--- src/design/i2cbw_pkg.sv ---
// Shared types and constants for the two-byte I2C command writer.
package i2cbw_pkg;

  // Stream widths
  localparam int IN_DATA_W  = 24;  // command_word, sda_in, scl_in, padded to bytes
  localparam int OUT_DATA_W = 8;   // six result fields, padded to a byte

  localparam int QUEUE_DEPTH = 2;

  // Input kind as carried on in_tuser
  localparam logic KIND_TICK    = 1'b0;
  localparam logic KIND_COMMAND = 1'b1;

  // Classified item codes
  localparam logic [1:0] ITEM_TICK    = 2'd0;
  localparam logic [1:0] ITEM_LOAD    = 2'd1;
  localparam logic [1:0] ITEM_INVALID = 2'd2;

  // Result status codes
  localparam logic [1:0] STATUS_OK      = 2'd0;
  localparam logic [1:0] STATUS_INVALID = 2'd1;
  localparam logic [1:0] STATUS_BUSY    = 2'd2;

  // Command decode
  localparam logic [7:0] SYS_PREFIX   = 8'h04;
  localparam logic [3:0] DIGIT_PREFIX = 4'h1;
  localparam logic [7:0] SYS_ADDR     = 8'h48;
  localparam logic [7:0] DIGIT_BASE   = 8'h60;

  typedef struct packed {
    logic [1:0] code;
    logic [7:0] first_byte;
    logic [7:0] second_byte;
    logic       sda_in;
    logic       scl_in;
  } item_t;

endpackage

--- src/design/i2cbw_front.sv ---
// Front end: accepts input beats and decodes command words into queue items.
module i2cbw_front (
  input  logic                             in_tvalid,
  output logic                             in_tready,
  input  logic [i2cbw_pkg::IN_DATA_W-1:0]  in_tdata,
  input  logic                             in_tuser,
  output logic                             push_valid,
  input  logic                             push_ready,
  output i2cbw_pkg::item_t                 push_item
);
  import i2cbw_pkg::*;

  logic [15:0] word;

  assign word       = in_tdata[15:0];
  assign in_tready  = push_ready;
  assign push_valid = in_tvalid;

  always_comb begin
    push_item.sda_in      = in_tdata[16];
    push_item.scl_in      = in_tdata[17];
    push_item.second_byte = word[7:0];
    push_item.first_byte  = SYS_ADDR;
    if (in_tuser == KIND_TICK) begin
      push_item.code = ITEM_TICK;
    end else if (word[15:8] == SYS_PREFIX) begin
      push_item.code = ITEM_LOAD;
    end else if (word[15:12] == DIGIT_PREFIX) begin
      // digit address: base plus twice the digit number
      push_item.code       = ITEM_LOAD;
      push_item.first_byte = DIGIT_BASE + {3'b000, word[11:8], 1'b0};
    end else begin
      push_item.code = ITEM_INVALID;
    end
  end

endmodule

--- src/design/i2cbw_queue.sv ---
// Small register queue between the decoder and the bus engine.
module i2cbw_queue #(
  parameter int DEPTH = i2cbw_pkg::QUEUE_DEPTH
) (
  input  logic              clk,
  input  logic              rst_n,
  input  logic              push_valid,
  output logic              push_ready,
  input  i2cbw_pkg::item_t  push_item,
  output logic              pop_valid,
  input  logic              pop_ready,
  output i2cbw_pkg::item_t  pop_item
);
  import i2cbw_pkg::*;

  localparam int PTR_W = $clog2(DEPTH);
  localparam int CNT_W = $clog2(DEPTH + 1);
  localparam logic [PTR_W-1:0] LAST_PTR = PTR_W'(DEPTH - 1);
  localparam logic [CNT_W-1:0] FULL_CNT = CNT_W'(DEPTH);

  item_t            slot_r [DEPTH];
  logic [PTR_W-1:0] wr_ptr_r, wr_ptr_nxt;
  logic [PTR_W-1:0] rd_ptr_r, rd_ptr_nxt;
  logic [CNT_W-1:0] count_r,  count_nxt;
  logic             do_push, do_pop;

  assign push_ready = (count_r != FULL_CNT);
  assign pop_valid  = (count_r != '0);
  assign pop_item   = slot_r[rd_ptr_r];
  assign do_push    = push_valid && push_ready;
  assign do_pop     = pop_valid && pop_ready;

  always_comb begin
    wr_ptr_nxt = wr_ptr_r;
    rd_ptr_nxt = rd_ptr_r;
    count_nxt  = count_r;
    if (do_push) begin
      wr_ptr_nxt = (wr_ptr_r == LAST_PTR) ? '0 : wr_ptr_r + 1'b1;
    end
    if (do_pop) begin
      rd_ptr_nxt = (rd_ptr_r == LAST_PTR) ? '0 : rd_ptr_r + 1'b1;
    end
    if (do_push && !do_pop) begin
      count_nxt = count_r + 1'b1;
    end else if (do_pop && !do_push) begin
      count_nxt = count_r - 1'b1;
    end
  end

  always_ff @(posedge clk) begin
    if (!rst_n) begin
      wr_ptr_r <= '0;
      rd_ptr_r <= '0;
      count_r  <= '0;
    end else begin
      wr_ptr_r <= wr_ptr_nxt;
      rd_ptr_r <= rd_ptr_nxt;
      count_r  <= count_nxt;
    end
  end

  always_ff @(posedge clk) begin
    if (do_push) begin
      slot_r[wr_ptr_r] <= push_item;
    end
  end

endmodule

--- src/design/i2cbw_engine.sv ---
// Bus engine: steps the open-drain I2C frame one item per beat and registers the result.
module i2cbw_engine (
  input  logic                              clk,
  input  logic                              rst_n,
  input  logic                              item_valid,
  output logic                              item_ready,
  input  i2cbw_pkg::item_t                  item,
  output logic                              out_tvalid,
  input  logic                              out_tready,
  output logic [i2cbw_pkg::OUT_DATA_W-1:0]  out_tdata
);
  import i2cbw_pkg::*;

  localparam logic [4:0] PH_IDLE      = 5'd0;
  localparam logic [4:0] PH_S_SDA_HI  = 5'd1;
  localparam logic [4:0] PH_S_SCL_HI  = 5'd2;
  localparam logic [4:0] PH_S_SDA_LO  = 5'd3;
  localparam logic [4:0] PH_S_SCL_LO  = 5'd4;
  localparam logic [4:0] PH_B_SDA     = 5'd5;
  localparam logic [4:0] PH_B_SCL_HI  = 5'd6;
  localparam logic [4:0] PH_B_SCL_LO  = 5'd7;
  localparam logic [4:0] PH_A_SDA_REL = 5'd8;
  localparam logic [4:0] PH_A_SCL_HI  = 5'd9;
  localparam logic [4:0] PH_A_SAMPLE  = 5'd10;
  localparam logic [4:0] PH_P_SDA_LO  = 5'd11;
  localparam logic [4:0] PH_P_SCL_HI  = 5'd12;
  localparam logic [4:0] PH_P_SDA_HI  = 5'd13;

  logic [4:0] phase_r, phase_nxt;
  logic [3:0] bit_idx_r, bit_idx_nxt;
  logic       byte_sel_r, byte_sel_nxt;
  logic [7:0] first_r, first_nxt;
  logic [7:0] second_r, second_nxt;
  logic       ack_r, ack_nxt;
  logic       sda_drv_r, sda_drv_nxt;
  logic       scl_drv_r, scl_drv_nxt;

  logic                  out_valid_r;
  logic [OUT_DATA_W-1:0] out_data_r, out_data_nxt;

  logic       take;
  logic       busy_now, busy_after;
  logic       done, acked;
  logic [1:0] status;
  logic [7:0] cur_byte;

  assign item_ready = !out_valid_r || out_tready;
  assign take       = item_valid && item_ready;
  assign out_tvalid = out_valid_r;
  assign out_tdata  = out_data_r;

  assign busy_now   = phase_r inside {[PH_S_SDA_HI:PH_P_SDA_HI]};
  assign busy_after = phase_nxt inside {[PH_S_SDA_HI:PH_P_SDA_HI]};
  assign cur_byte   = byte_sel_r ? second_r : first_r;

  always_comb begin
    phase_nxt    = phase_r;
    bit_idx_nxt  = bit_idx_r;
    byte_sel_nxt = byte_sel_r;
    first_nxt    = first_r;
    second_nxt   = second_r;
    ack_nxt      = ack_r;
    sda_drv_nxt  = sda_drv_r;
    scl_drv_nxt  = scl_drv_r;
    done         = 1'b0;
    acked        = 1'b0;
    status       = STATUS_OK;

    if (item.code != ITEM_TICK) begin
      // busy is checked before the word's class
      if (busy_now) begin
        status = STATUS_BUSY;
      end else if (item.code == ITEM_INVALID) begin
        status    = STATUS_INVALID;
        phase_nxt = PH_IDLE;
      end else begin
        first_nxt    = item.first_byte;
        second_nxt   = item.second_byte;
        ack_nxt      = 1'b1;
        bit_idx_nxt  = 4'd0;
        byte_sel_nxt = 1'b0;
        phase_nxt    = PH_S_SDA_HI;
      end
    end else begin
      case (phase_r)
        PH_S_SDA_HI: begin
          sda_drv_nxt = 1'b0;
          phase_nxt   = PH_S_SCL_HI;
        end
        PH_S_SCL_HI, PH_B_SCL_HI, PH_A_SCL_HI, PH_P_SCL_HI: begin
          // release SCL and hold while a slave stretches it low
          scl_drv_nxt = 1'b0;
          if (item.scl_in) begin
            phase_nxt = phase_r + 5'd1;
          end
        end
        PH_S_SDA_LO: begin
          sda_drv_nxt = 1'b1;
          phase_nxt   = PH_S_SCL_LO;
        end
        PH_S_SCL_LO: begin
          scl_drv_nxt  = 1'b1;
          bit_idx_nxt  = 4'd7;
          byte_sel_nxt = 1'b0;
          phase_nxt    = PH_B_SDA;
        end
        PH_B_SDA: begin
          sda_drv_nxt = !cur_byte[bit_idx_r[2:0]];
          phase_nxt   = PH_B_SCL_HI;
        end
        PH_B_SCL_LO: begin
          scl_drv_nxt = 1'b1;
          if (bit_idx_r == 4'd0) begin
            phase_nxt = PH_A_SDA_REL;
          end else begin
            bit_idx_nxt = bit_idx_r - 4'd1;
            phase_nxt   = PH_B_SDA;
          end
        end
        PH_A_SDA_REL: begin
          sda_drv_nxt = 1'b0;
          phase_nxt   = PH_A_SCL_HI;
        end
        PH_A_SAMPLE: begin
          if (item.sda_in) begin
            ack_nxt = 1'b0;
          end
          scl_drv_nxt = 1'b1;
          if (!byte_sel_r) begin
            byte_sel_nxt = 1'b1;
            bit_idx_nxt  = 4'd7;
            phase_nxt    = PH_B_SDA;
          end else begin
            phase_nxt = PH_P_SDA_LO;
          end
        end
        PH_P_SDA_LO: begin
          sda_drv_nxt = 1'b1;
          phase_nxt   = PH_P_SCL_HI;
        end
        PH_P_SDA_HI: begin
          sda_drv_nxt = 1'b0;
          done        = 1'b1;
          acked       = ack_r;
          phase_nxt   = PH_IDLE;
        end
        default: begin
          phase_nxt = PH_IDLE;
        end
      endcase
    end

    out_data_nxt = {1'b0, status, acked, done, busy_after, scl_drv_nxt, sda_drv_nxt};
  end

  always_ff @(posedge clk) begin
    if (!rst_n) begin
      phase_r     <= PH_IDLE;
      bit_idx_r   <= 4'd0;
      byte_sel_r  <= 1'b0;
      first_r     <= 8'd0;
      second_r    <= 8'd0;
      ack_r       <= 1'b1;
      sda_drv_r   <= 1'b0;
      scl_drv_r   <= 1'b0;
      out_valid_r <= 1'b0;
    end else begin
      if (take) begin
        phase_r    <= phase_nxt;
        bit_idx_r  <= bit_idx_nxt;
        byte_sel_r <= byte_sel_nxt;
        first_r    <= first_nxt;
        second_r   <= second_nxt;
        ack_r      <= ack_nxt;
        sda_drv_r  <= sda_drv_nxt;
        scl_drv_r  <= scl_drv_nxt;
      end
      if (take) begin
        out_valid_r <= 1'b1;
      end else if (out_tready) begin
        out_valid_r <= 1'b0;
      end
    end
  end

  always_ff @(posedge clk) begin
    if (take) begin
      out_data_r <= out_data_nxt;
    end
  end

endmodule

--- src/design/i2c_two_byte_command_writer.sv ---
// Top level of the two-byte I2C command writer.
// Every input beat (a delay tick or a command word) yields exactly one result beat with the
// SDA/SCL pull-low levels, busy, frame-done, frame-acked and a status code. Commands 0x04xx
// send the frame 0x48, xx; commands 0x1Dxx send 0x60+2*D, xx; any other word, or any command
// during a frame, is rejected. The block takes one beat per clock while the queue has room: the decoder pushes into a
// two-entry queue and the bus engine applies one queued item per clock, unless its output is held, into its output
// register, so a result passes through a queue slot and then the output register.
// The queue lets input keep flowing while the result side is held, until the queue is full.
module i2c_two_byte_command_writer #(
  parameter int QDEPTH = i2cbw_pkg::QUEUE_DEPTH
) (
  input  logic                              clk,
  input  logic                              rst_n,
  input  logic                              in_tvalid,
  output logic                              in_tready,
  input  logic [i2cbw_pkg::IN_DATA_W-1:0]   in_tdata,  // [15:0] command_word, [16] sda_in,
                                                       // [17] scl_in, [23:18] zero
  input  logic                              in_tuser,  // [0] kind
  output logic                              out_tvalid,
  input  logic                              out_tready,
  output logic [i2cbw_pkg::OUT_DATA_W-1:0]  out_tdata  // [0] sda_pull_low, [1] scl_pull_low,
                                                       // [2] busy_res, [3] frame_done,
                                                       // [4] frame_acked, [6:5] status, [7] 0
);
  import i2cbw_pkg::*;

  logic  push_valid, push_ready;
  item_t push_item;
  logic  pop_valid, pop_ready;
  item_t pop_item;

  i2cbw_front u_front (
    .in_tvalid  (in_tvalid),
    .in_tready  (in_tready),
    .in_tdata   (in_tdata),
    .in_tuser   (in_tuser),
    .push_valid (push_valid),
    .push_ready (push_ready),
    .push_item  (push_item)
  );

  i2cbw_queue #(
    .DEPTH (QDEPTH)
  ) u_queue (
    .clk        (clk),
    .rst_n      (rst_n),
    .push_valid (push_valid),
    .push_ready (push_ready),
    .push_item  (push_item),
    .pop_valid  (pop_valid),
    .pop_ready  (pop_ready),
    .pop_item   (pop_item)
  );

  i2cbw_engine u_engine (
    .clk        (clk),
    .rst_n      (rst_n),
    .item_valid (pop_valid),
    .item_ready (pop_ready),
    .item       (pop_item),
    .out_tvalid (out_tvalid),
    .out_tready (out_tready),
    .out_tdata  (out_tdata)
  );

  // A popped item always lands in the output register
  a_pop_gives_result: assert property (@(posedge clk) disable iff (!rst_n)
    pop_valid && pop_ready |=> out_tvalid)
    else $error("queued item taken without a result");

  // A finished frame leaves the engine idle
  a_done_not_busy: assert property (@(posedge clk) disable iff (!rst_n)
    out_tvalid && out_tdata[3] |-> !out_tdata[2])
    else $error("frame done while still busy");

  // Ack is only reported with frame completion
  a_ack_with_done: assert property (@(posedge clk) disable iff (!rst_n)
    out_tvalid && out_tdata[4] |-> out_tdata[3])
    else $error("frame ack without frame done");

  // A rejected command never completes a frame
  a_reject_no_done: assert property (@(posedge clk) disable iff (!rst_n)
    out_tvalid && (out_tdata[6:5] == STATUS_INVALID || out_tdata[6:5] == STATUS_BUSY)
      |-> !out_tdata[3])
    else $error("rejected command reported frame done");

endmodule
--- config.mk ---
export PLATFORM = sky130hd
export DESIGN_NAME = i2c_two_byte_command_writer
export DESIGN_NICKNAME = d
export VERILOG_FILES = /design/src/design/i2cbw_pkg.sv /design/src/design/i2cbw_front.sv /design/src/design/i2cbw_queue.sv /design/src/design/i2cbw_engine.sv /design/src/design/i2c_two_byte_command_writer.sv
export SDC_FILE = /design/constraint.sdc
export NUM_CORES = 1
export LEC_CHECK = 0
export ABC_AREA = 1
export BUFFER_PORTS_ARGS = -buffer_cell sky130_fd_sc_hd__buf_2
export CORE_MARGIN = 4
export CORE_UTILIZATION = 35
export DETAILED_ROUTE_END_ITERATION = 16
export GPL_TIMING_DRIVEN = 0
export PLACE_DENSITY = 0.61
export SLEW_MARGIN = 20
export SYNTH_ARGS = -nofsm -noshare
export SYNTH_HDL_FRONTEND = slang
export SYNTH_SLANG_ARGS = --single-unit
--- constraint.sdc ---
create_clock -name clk -period 3.62 [get_ports clk]
set_clock_uncertainty 0.2 [all_clocks]
set_input_delay 0.181 -clock clk [delete_from_list [all_inputs] [get_ports clk]]
set_output_delay 0.181 -clock clk [all_outputs]
set_load 0.05 [all_outputs]
==> results of run 1 <==
[stage by stage]
| step | utilization (%) | instance area [um2] | hold slack (ns) |
|---|---|---|---|
| 2_1_floorplan | - | 3700 | 0.0799 |
| 3_3_place_gp | 39.0 | 4030 | 0.168 |
| 3_5_place_dp | 39.2 | 4040 | 0.172 |
| 4_1_cts | 42.6 | 4400 | 0.000282 |
| 5_1_grt | 42.6 | 4400 | 0.0123 |
| 6_report | 42.6 | 4400 | 0.00966 |
[layout make-up]
cell class / instances / area [um2] / area share, %
buffer: 14 / 97.6 / 2.22
clock buffer: 10 / 149 / 3.38
clock inverter: 6 / 50.0 / 1.14
inverter: 61 / 241 / 5.48
multi-input combinational: 290 / 1480 / 33.5
sequential: 74 / 1890 / 43.0
tap: 136 / 170 / 3.86
timing repair buffer: 48 / 327 / 7.42
[what timing repair did]
action	CTS	global route
setup endpoints to repair	0	0
hold buffers	16	0
endpoints found under the hold margin	34	0
[synth_stat cells, drive strengths merged]
| master | n | area [um2] |
|---|---|---|
| edfxtp | 41 | 1230 |
| a31oi | 14 | 87.6 |
| and2 | 1 | 8.76 |
| o211ai | 1 | 7.51 |
| inv | 60 | 233 |
| buf | 9 | 78.8 |
| dfxtp | 33 | 661 |
| clkinv | 1 | 8.76 |
| nor3b | 1 | 7.51 |
| o21ai | 34 | 181 |
| o21a | 1 | 7.51 |
| xor2 | 2 | 17.5 |
| nor4 | 1 | 6.26 |
| a21oi | 21 | 113 |
| ha | 7 | 87.6 |
| nand2 | 122 | 503 |
| nor2 | 49 | 254 |
| nand4 | 1 | 6.26 |
| conb | 1 | 3.75 |
| clkbuf | 5 | 18.8 |
| nand3 | 34 | 180 |
[flip-flops by register name, indices dropped and copies added (netlist names), named ones only]
name,count
u_queue.slot_r,34
u_engine.second_r,8
u_engine.out_tdata,7
u_engine.first_r,6
u_engine.phase_r,5
u_engine.bit_idx_r,4
u_queue.count_r,2
u_engine.ack_r,1
u_engine.byte_sel_r,1
u_engine.out_tvalid,1
u_engine.scl_drv_r,1
u_engine.sda_drv_r,1
u_queue.rd_ptr_r,1
u_queue.wr_ptr_r,1
[worst max-delay path by stage]
stage / cells after the start / startpoint / slack [ns] / endpoint
after CTS: 12 / u_engine.phase_r[0] / 1.29 / u_engine.out_tdata[2]
after global placement: 4 / u_queue.count_r[0] / 1.31 / u_queue.slot_r[1][0]
after global routing: 14 / u_engine.phase_r[0] / 1.08 / u_engine.out_tdata[2]
after floorplan: 4 / u_queue.count_r[0] / 1.34 / u_queue.slot_r[1][0]
final: 14 / u_engine.phase_r[0] / 1.27 / u_engine.out_tdata[2]
after detailed placement: 12 / u_engine.phase_r[0] / 1.30 / u_engine.out_tdata[2]
[layer usage]
layer	vias to the layer above	global-route usage (%)	wire, um
met2	61	21.4	3580
met4	0	5.50	196
li1	1541	-	-
met5	-	0	0
met1	1352	16.3	3510
met3	20	3.98	354
[cells by family after synthesis]
| group | share of synthesized area, % |
|---|---|
| AOI/OAI and AO/OA | 10.7 |
| xor gates and xnor gates | 0.473 |
| adders and majority gates | 2.37 |
| buffers and inverters | 9.16 |
| DFF | 51.1 |
| other | 0.101 |
| and+or+nand+nor | 26.1 |
[worst max-delay path, stage by stage, from the launching register on]
cell and delay [ns]:
dfxtp_1 0.53, ha_1 0.26, inv_1 0.08, nor2_1 0.22, nand2_1 0.10, nand3_1 0.19, nand2_1 0.08, nand2_1 0.06
nand2_1 0.04, nand2_1 0.07, inv_1 0.05, nor2_1 0.09, nand2_1 0.06, nand2_1 0.05, nor2_1 0.03
[power by group through the flow]
stage / registers (mW) / logic, mW / clock network [mW]
floorplan: 1.42 / 1.01 / 0
global placement: 1.28 / 1.46 / 0
detailed placement: 1.28 / 1.49 / 0
CTS: 1.27 / 1.51 / 0.657
global route: 1.29 / 1.69 / 0.693
finish: 1.26 / 1.50 / 0.641
==> run summary, run 1 <==
Tcrit/Tclk final: 64.9%
Antenna violations before repair: 0
Crit path kind: reg -> reg
Remaining antenna violation count: 0
Fin nets: 534
Rel. slew slack: 42.2%
Site Rows: 37
Most common cell after layout, fill and taps aside: nand2_1
DRC Markers: 0
Combinational share of power: 44.1%
Filler cell count: 1046
CTS Buffer Depth: 2
GRT Total Usage: 13.2%
Sw frac: 43.7%
Peak supply drop: 0.000325 V
Final min period: 2.35 ns
Int Power: 1.92 mW
CTS tree: yes
Pins Over Slew Limit: 0
Worst reg2reg endpoint: u_engine.out_tdata[2]
Mapped Area: 3700 um2
Die W: 111 um
Final setup vio count: 0
Net Switching: 1.49 mW
CP max FO: 9
Vias in the first global route: 3051
Cell count after synthesis: 439
Worst Max-Slew Pin Slew: 0.865 ns
Cell leakage power: 1.96 nW
Largest net degree at the start of global routing: 18
Clock slew seen by the registers of the worst setup and hold paths: 0.09 ns
H-tree Lvls: 3
First-pass GRT wire length: 13.5 mm
Initial drt markers: 118
Clock share of power: 18.8%
Reg power frac: 37.1%
Max_cap viols: 0
Number of synthesized register bits: 74
Pwr dens: 774 nW/um2
Placed Cells: 607
Number of antenna diodes: 0
Sequential area share after synthesis: 51.1%
Gpl congestion: 0.918
PortBufs: 31
Commonest cells after routing, fill and taps aside: nand2_1 (112), inv_1 (52), edfxtp_1 (41), nor2_1 (38), buf_2 (34)
Reg2Reg Setup Slack: 1.27 ns
Number of distinct library cells after synthesis: 35
Inserted Clock Buffers: 9
Unrepaired setup endpoints after global routing: no
Die area: 12300 um2
Post-DP HPWL: 5.62 mm
Wirelength per Cell: 12.0 um
Final cell count without fillers: 639
Hold crit path type: in -> reg
Worst hold stages: 3
GRT overflow: 0
DRT Pass-1 Iters: 4
Starting Density: 35.9%
Endpoint class of the critical path: register
Outcome: complete, no violations
Setup Fix Bufs, Post-CTS: 0
Final wirelength: 7.64 mm
Required @ worst endpoint: 3.54 ns
Clock latency on the worst-skew pair: 0.36 ns
Total chip power: 3.41 mW
Hold path start: in_tuser
Num Clock Sinks: 74
Vias per inst: 4.65
Post-Syn Nets: 475
Vias: 2974
Final hold viol count: 0
Syn Area/Cell: 8.43 um2
Startpoint Class: register
Chip Height: 111 um
Layout area overhead: 18.9%
Core footprint: 10300 um2
Worst setup margin: 1.27 ns
Post-cts resize count: 0
Share of post-route cells with drive strength above 1: 18.5%
FMAX: 426 MHz
Worst Hold Path EP: u_queue.slot_r[1][19]
IO Pins: 39
Root buffer selected by CTS: clkbuf_8
Setup TNS: 0 ns
Critical R2R Launch: u_engine.phase_r[0]
Critical Path AT: 2.27 ns
Reg2Reg Depth: 14
Post-place setup slack: 1.30 ns
Warnings from Yosys: 0
Note: power is estimated with default switching activity, not from simulation.
==> run 2: changes to the inputs <==
Settings changed: ABC_AREA 1 to 0.
Clock period 3.62 ns to 2.24 ns, I/O delays scaled along.
==> run 2 against run 1 <==
Compared with the run above: the flow now finishes with violations (negative setup slack); die area is 1.7% lower; critical path type unchanged; critical endpoint unchanged; non-clock buffer count is 40 higher; largest cell class unchanged; power is 88% higher; clock-buffer cell count is 1 higher.
==> run summary, run 2 <==
Final core utilization: 49.4% (was 42.6%)
Post-DP HPWL: 5.68 mm (was 5.62 mm)
Unrepaired setup endpoints after global routing: yes (was no)
Post-route cell area: 4920 um2 (was 4400 um2)
Top-area cell type share of the netlist area: 33.9% (was 33.3%)
Die area: 12100 um2 (was 12300 um2)
GRT overflow: 0 (unchanged)
Vias in the first global route: 2887 (was 3051)
Post-Syn Nets: 355 (was 475)
Share of post-route cells with drive strength above 1: 34.6% (was 18.5%)
M1 GR Usage: 19.2% (was 16.3%)
Pins Over Slew Limit: 0 (unchanged)
Wirelength per Cell: 16.3 um (was 12.0 um)
Post-place setup slack: -0.486 ns (was 1.30 ns)
Warnings from Yosys: 0 (unchanged)
Vias: 2871 (was 2974)
Post-synthesis mux area share: 7.47% (was 0%)
Post-DP Area: 3990 um2 (was 4040 um2)
Number of synthesized register bits: 74 (unchanged)
Worst hold stages: 4 (was 3)
IO Pins: 39 (unchanged)
Layout area overhead: 35.4% (was 18.9%)
CTS tree: yes (unchanged)
Startpoint Class: register (unchanged)
Critical Path AT: 2.37 ns (was 2.27 ns)
Inserted Clock Buffers: 9 (unchanged)
Reg with most FFs: u_queue.slot_r (unchanged)
GR peak layer: met2 (unchanged)
Cell leakage power: 1.99 nW (was 1.96 nW)
Fin nets: 447 (was 534)
Met2 Use GR: 26.3% (was 21.4%)
M3 GR Usage: 3.17% (was 3.98%)
Worst Max-Slew Pin Slew: 0.946 ns (was 0.865 ns)
Sequential area share after synthesis: 52.0% (was 51.1%)
Max_cap viols: 0 (unchanged)
Root buffer selected by CTS: clkbuf_8 (unchanged)
Cell count after synthesis: 319 (was 439)
Most common cell after layout, fill and taps aside: edfxtp_1 (was nand2_1)
Synth Area in Simple Gates: 16.3% (was 26.1%)
Antenna violations before repair: 0 (unchanged)
Largest register FFs: 34 (unchanged)
Worst hold slack: 0.0424 ns (was 0.00966 ns)
Post-synthesis xor/xnor area fraction: 0.964% (was 0.473%)
Final min period: 2.48 ns (was 2.35 ns)
Clock latency on the worst-skew pair: 0.35 ns (was 0.36 ns)
CTS Buffer Depth: 2 (unchanged)
Final setup vio count: 18 (was 0)
Tcrit/Tclk final: 111% (was 64.9%)
Clock slew seen by the registers of the worst setup and hold paths: 0.08 ns (was 0.09 ns)
Synth area leader: edfxtp_1 (unchanged)
Chip Height: 110 um (was 111 um)
Required @ worst endpoint: 2.13 ns (was 3.54 ns)
Largest family of logic cells by synthesized area: compound AO/OA/AOI/OAI gates (was simple AND/OR/NAND/NOR gates)
Adder-cell share of the synthesized area: 2.41% (was 2.37%)
Outcome: finished with violations (was complete, no violations)
Post-synth top cells: edfxtp_1 (41), dfxtp_1 (33), nand2_1 (26) (was nand2_1 (112), inv_1 (52), edfxtp_1 (41))
PortBufs: 31 (unchanged)
Number of antenna diodes: 0 (unchanged)
Starting Density: 36.5% (was 35.9%)
Hold crit path type: in -> reg (unchanged)
Complex-gate fraction of the synthesized area: 16.6% (was 10.7%)
Die W: 110 um (was 111 um)
FMAX: 403 MHz (was 426 MHz)
Commonest cells after routing, fill and taps aside: edfxtp_1 (41), buf_2 (33), buf_4 (26), dfxtp_1 (26), nand2_1 (21) (was nand2_1 (112), inv_1 (52), edfxtp_1 (41), nor2_1 (38), buf_2 (34))
CP max FO: 5 (was 9)
Gpl congestion: 0.927 (was 0.918)
DRC Markers: 0 (unchanged)
Peak supply drop: 0.000506 V (was 0.000325 V)
Ys flop type: edfxtp_1 (unchanged)
FFs w/ async S/R, synth: 0% (unchanged)
Endpoint class of the critical path: register (unchanged)
Pwr dens: 1300 nW/um2 (was 774 nW/um2)
Largest net degree at the start of global routing: 19 (was 18)
Final hold viol count: 0 (unchanged)
Final wirelength: 8.94 mm (was 7.64 mm)
H-tree Lvls: 3 (unchanged)
Num Clock Sinks: 74 (unchanged)
Remaining antenna violation count: 0 (unchanged)
Synth area leaders: edfxtp_1 (34%), dfxtp_1 (18%), mux2i_1 (5.5%), o211a_1 (4.4%), nand2_1 (2.7%) (was edfxtp_1 (33%), dfxtp_1 (18%), nand2_1 (11%), inv_1 (5.3%), nand3_1 (4.3%))
Syn Area/Cell: 11.4 um2 (was 8.43 um2)
Initial drt markers: 130 (was 118)
Setup TNS: -1.44 ns (was 0 ns)
Reg2Reg Depth: 8 (was 14)
EDFF count, synth: 41 (unchanged)
Crit path kind: reg -> reg (unchanged)
GRT Total Usage: 15.6% (was 13.2%)
Worst setup margin: -0.240 ns (was 1.27 ns)
Mapped Area: 3630 um2 (was 3700 um2)
DRT Pass-1 Iters: 4 (unchanged)
Number of distinct library cells after synthesis: 73 (was 35)
Rel. slew slack: 36.9% (was 42.2%)
Top-count cell post-synth: edfxtp_1 (was nand2_1)
First-pass GRT wire length: 14.5 mm (was 13.5 mm)
Vias per inst: 5.23 (was 4.65)
Core footprint: 9950 um2 (was 10300 um2)
Failing checks: negative setup slack
Site Rows: 36 (was 37)
run 2: metrics by stage:
stage,std cells,total power [mW]
after floorplan,319,3.80
after detailed placement,483,4.34
after global placement,483,4.33
final,549,6.41
after CTS,541,6.04
after global routing,549,6.78
run 2: worst max-delay path, cell delays in order (launching register included):
cell and delay, ns:
dfxtp_4 0.42, buf_6 0.12, ha_4 0.14, or3_4 0.15, nor3_4 0.05, or4_4 0.51
o211ai_1 0.34, buf_4 0.20, a311oi_2 0.09
run 2: final timing paths:
path,to,start,slack (ns)
min reg2reg,u_engine.first_r[6],u_engine.first_r[6],0.29
max,u_engine.out_tdata[2],u_engine.phase_r[0],-0.24
min,u_queue.wr_ptr_r,in_tvalid,0.04
max reg2reg,u_engine.out_tdata[2],u_engine.phase_r[0],-0.24
run 2: metal layers:
metal / wire, um / vias to the layer above
met3: 436 / 18
met2: 4420 / 95
met1: 3890 / 1368
met5: 0 / -
li1: - / 1390
met4: 192 / 0
run 2: area by class of cell:
cell class / instances / area, um2
clock buffer: 11 / 131
multi-input combinational: 214 / 1770
timing repair buffer: 85 / 678
inverter: 10 / 48.8
fill: 867 / 5030
buffer: 17 / 116
clock inverter: 5 / 103
sequential: 74 / 1910
tap: 133 / 166
run 2: logic make-up after synthesis:
| group | Yosys count |
|---|---|
| AND/OR/NAND/NOR | 103 |
| buffers and inverters | 31 |
| AO/OA/AOI/OAI | 75 |
| other | 1 |
| flip-flops | 74 |
| multiplexers | 24 |
| adder cells (fa/ha/maj) | 7 |
| XOR/XNOR | 4 |
run 2: where the power goes:
group	total (mW)	leakage (nW)	internal [mW]	switching, mW
clock network	1.24	0.115	0.740	0.501
registers	2.05	0.657	1.82	0.230
logic	3.12	1.22	1.43	1.69
total	6.41	1.99	3.99	2.42
run 2: what timing repair did:
action,4_1_cts,5_1_grt
buffers inserted,25,8
endpoints found under the hold margin,40,0
setup endpoints to repair,28,22
cloned,0,1
hold buffers,20,0
pin swaps,14,6
resized for setup,29,39
